[config.mk]
export PLATFORM = sky130hd
export DESIGN_NAME = pl_cell
export DESIGN_NICKNAME = d
export VERILOG_FILES = /design/src/hdl/pl_pkg.sv /design/src/hdl/pl_cell.sv
export SDC_FILE = /design/constraint.sdc
export NUM_CORES = 1
export LEC_CHECK = 0
export BUFFER_PORTS_ARGS = -buffer_cell sky130_fd_sc_hd__buf_2
export CORE_ASPECT_RATIO = 1.4
export CORE_MARGIN = 10
export CORE_UTILIZATION = 41
export DETAILED_ROUTE_END_ITERATION = 12
export PLACE_DENSITY = 0.91
export SYNTH_ARGS = -nofsm -noshare
export SYNTH_HDL_FRONTEND = slang
export SYNTH_SLANG_ARGS = --single-unit
[constraint.sdc]
create_clock -name clk -period 3.63 [get_ports clk]
set_input_delay 0 -clock clk [delete_from_list [all_inputs] [get_ports clk]]
set_output_delay 0 -clock clk [all_outputs]
set_load 0.03 [all_outputs]
[src/hdl/pl_pkg.sv]
package pl_pkg;

  localparam int FUNC_W    = 3;
  localparam int POS_W     = 7;
  localparam int VAL_W     = 32;
  localparam int LEN_W     = 7;
  localparam int CNT_MAX_W = 11;

  localparam logic [FUNC_W-1:0] FN_INSERT = 3'd0;
  localparam logic [FUNC_W-1:0] FN_DELETE = 3'd1;
  localparam logic [FUNC_W-1:0] FN_READ   = 3'd2;
  localparam logic [FUNC_W-1:0] FN_LOCATE = 3'd3;
  localparam logic [FUNC_W-1:0] FN_CLEAR  = 3'd4;

  typedef struct packed {
    logic                 ins;
    logic                 del;
    logic                 rd;
    logic                 loc;
    logic [POS_W-1:0]     idx;
    logic [CNT_MAX_W-1:0] cnt;
  } cell_cmd_t;

endpackage

[src/hdl/pl_cell.sv]
module pl_cell #(
  parameter int DATA_WIDTH = 32,
  parameter int IDX        = 0
) (
  input  logic                  clk,
  input  logic                  rst_n,
  input  pl_pkg::cell_cmd_t     cmd,
  input  logic [DATA_WIDTH-1:0] key,
  input  logic [DATA_WIDTH-1:0] prev_data,
  input  logic [DATA_WIDTH-1:0] next_data,
  output logic [DATA_WIDTH-1:0] data_o,
  output logic                  hit_o,
  output logic [DATA_WIDTH-1:0] sel_data_o
);
  import pl_pkg::*;

  logic [DATA_WIDTH-1:0] data_r, data_nxt;
  logic                  hit_r, hit_nxt;
  logic                  at_pos, past_pos, live;

  assign at_pos   = (int'(cmd.idx) == IDX);
  assign past_pos = (int'(cmd.idx) < IDX);
  assign live     = (IDX < int'(cmd.cnt));

  always_comb begin
    data_nxt = data_r;
    if (cmd.ins && past_pos) begin
      data_nxt = prev_data;
    end else if (cmd.ins && at_pos) begin
      data_nxt = key;
    end else if (cmd.del && (at_pos || past_pos)) begin
      data_nxt = next_data;
    end
  end

  always_comb begin
    hit_nxt = hit_r;
    if (cmd.rd) begin
      hit_nxt = at_pos;
    end else if (cmd.loc) begin
      hit_nxt = live && (data_r == key);
    end
  end

  always_ff @(posedge clk) begin
    data_r <= data_nxt;
    if (!rst_n) begin
      hit_r <= 1'b0;
    end else begin
      hit_r <= hit_nxt;
    end
  end

  assign data_o     = data_r;
  assign hit_o      = hit_r;
  assign sel_data_o = hit_r ? data_r : '0;

endmodule

==> flow_metrics.tcl <==
set metrics [dict create \
    tightest_slew_ns 1.11 \
    rr_worst_depth 5 \
    numPortBuffers 152 \
    core_area_um2 5120 \
    grt_pass1_vias 2111 \
    diodes 0 \
    holdPathStages 2 \
    syn_area_per_cell_um2 13.5 \
    instances_no_fill 381 \
    cts_tree "done" \
    rsz0062_at_grt "false" \
    gp_congestion 0.856 \
    die_w_um 81.1 \
    routed_wl_um 6910 \
    synth_cell_type_count 22 \
    cap_violations 0 \
    vias 1840 \
    worstHoldPathType "input pin to flop" \
    drive_gt1_share_pct 61.9 \
    grt_pass1_wl_um 10400 \
    synthTopCellsByArea "edfxtp_1, mux2_4, xor2_1" \
    min_period_ns 2.07 \
    synth_top_area_share_pct 44.8 \
    drt-vias-per-instance 4.83 \
    ys_ff_latch 33 \
    grt.total_usage_pct 15.4 \
    hpwl_um 5660 \
    ir_drop_v 0.000178 \
    hold_violations 0 \
    syn-cell-area_um2 2140 \
    place_inst 372 \
    grt_max_degree 35 \
    synth.yosys.warnings 0 \
    cp.arrival_ns 2.11 \
    nets 434 \
    p_per_area_nw_per_um2 263 \
    p_total_uw 801 \
    fp-row-count 31 \
    synth_largest_area_cell "edfxtp_1" \
    num_io_pins 185 \
    seq_area_frac_synth_pct 45.7 \
    fillers 441 \
    critPathKind "input pin to flop" \
    r2r_slack_ns 1.80 \
    clock_path_buffers 2 \
    antenna_found_initial 0 \
    leakage_uw 0.00155 \
    relSlewSlack_pct 25.8 \
    critPathCaptureType "flop" \
    numCtsBuffers 5 \
    overflow 0 \
    netlist_instances 159 \
    drt_iter0_markers 51 \
    die_y_um 106 \
    cts_resized 0 \
    area_delta_synth_final_pct 41.9 \
    drc 0 \
    required_ns 3.66 \
    multi_input_area_um2 1110 \
    clock_latency_ns 0.28 \
    htreeDepth 2 \
    hold_slack_ns 0.0125 \
    min_period_over_period_pct 57.1 \
    fin_area_um2 3040 \
    setup_tns_ns 0 \
    clock-sinks 33 \
    cp-start-kind "input pin" \
    fin_skew_ns 0.00454 \
    cts.root.buffer_cell "clkbuf_8" \
    postRouteAntennaNets 0 \
    dr.pass1.iters 4 \
    route.detailed.wl_per_inst_um 18.1 \
    finalSetupViolCount 0 \
    cts_hold_buf 1 \
    syn_nets 279 \
    seqCellArea_um2 981 \
    postCtsSetupBuffers 0 \
    floorplan.initialDensity_pct 41.9 \
    drv_slew 0 \
    dpl-instance-area_um2 2950 \
    fmax_mhz 483 \
    cp_max_fo 32 \
    status "finished, final reports clean" \
    dieArea_um2 8560 \
    clk_pin_slew_ns 0.07 \
]
-- critical path, cell delays in order --
cell     delay, ns
buf_2         0.10
or4_4         0.54
nor4_4        0.23
nand2_2       0.68
mux2_4        0.55
-- cell usage in the layout, fill, tap and decap left out, drive strengths merged, types with 2 or more instances in the layout --
cell type and count:
xor2 27, edfxtp 32, nand4 3, buf 153
nor4 9, clkbuf 6, clkinv 2, or4 2
xnor2 5, nor3 2, mux2 32, nand3 2
and2 32
-- kinds of logic (layout without fill, tap and decap cells) --
| kind of cell | Yosys count | after routing | synth area share [%] |
|---|---|---|---|
| muxes | 32 | 32 | 22.1 |
| DFF | 33 | 33 | 45.7 |
| AOI/OAI and AO/OA | 3 | 3 | 0.875 |
| buffers and inverters | 7 | 163 | 2.28 |
| and+or+nand+nor | 52 | 52 | 16.0 |
| xor gates and xnor gates | 32 | 32 | 13.1 |
-- per-layer routing --
metal | part of all wire [%] | GRT usage [%] | wire length, µm | up-vias
li1 | - | - | - | 881
met1 | 35 | 14.4 | 2400 | 852
met2 | 53 | 28.6 | 3670 | 101
met3 | 11 | 6.97 | 757 | 6
met4 | 1.3 | 4.59 | 91 | 0
met5 | 0 | 0 | 0 | -
-- through the flow --
stage                     util, %  setup WS, ns
after floorplan                 -          1.68
after global placement       57.6          1.30
after detailed placement     57.6          1.23
after CTS                    59.4          1.55
after global routing         59.4          1.46
final                        59.4          1.56
-- power breakdown --
| part | switching (µW) | leakage (µW) | internal [µW] | total, µW |
|---|---|---|---|---|
| registers | 1.80 | 0.000296 | 419 | 421 |
| clock network | 134 | 0.0000450 | 133 | 267 |
| logic | 43.4 | 0.00121 | 69.9 | 113 |
| total | 179 | 0.00155 | 622 | 801 |
-- flip-flops by register name, summed over array words and instances, names as in the netlist --
register	flops
hit_o	1
data_o	32
-- Yosys cell counts, drive strengths merged --
cell and instances:
nor4 9, mux2 32, xnor2 5, or4 2, nand4 3, a21oi 1, nand2 1, o21a 1
inv 1, and2 32, edfxtp 32, dfxtp 1, nand3 2, clkbuf 3, o22ai 1, nor3b 1
buf 3, xor2 27, nor3 2
-- area by class of cell --
cell class                      instances  share of cell area, %
Multi-Input combinational cell        119                   36.6
Sequential cell                        33                   32.2
Timing Repair Buffer                  154                   25.6
Tap cell                               66                   2.71
Clock buffer                            6                   2.38
Clock inverter                          2                  0.329
Inverter                                1                  0.123
-- path summary, 6_finish.rpt --
path	endpoint	from
worst max-delay path	data_o[4]$_DFFE_PP_	cmd[13]
worst min-delay path	data_o[9]$_DFFE_PP_	next_data[9]
worst max register to register	hit_o$_SDFFE_PN0P_	data_o[27]$_DFFE_PP_
worst min register to register	hit_o$_SDFFE_PN0P_	data_o[9]$_DFFE_PP_
Note: power is estimated with default switching activity, not from simulation.
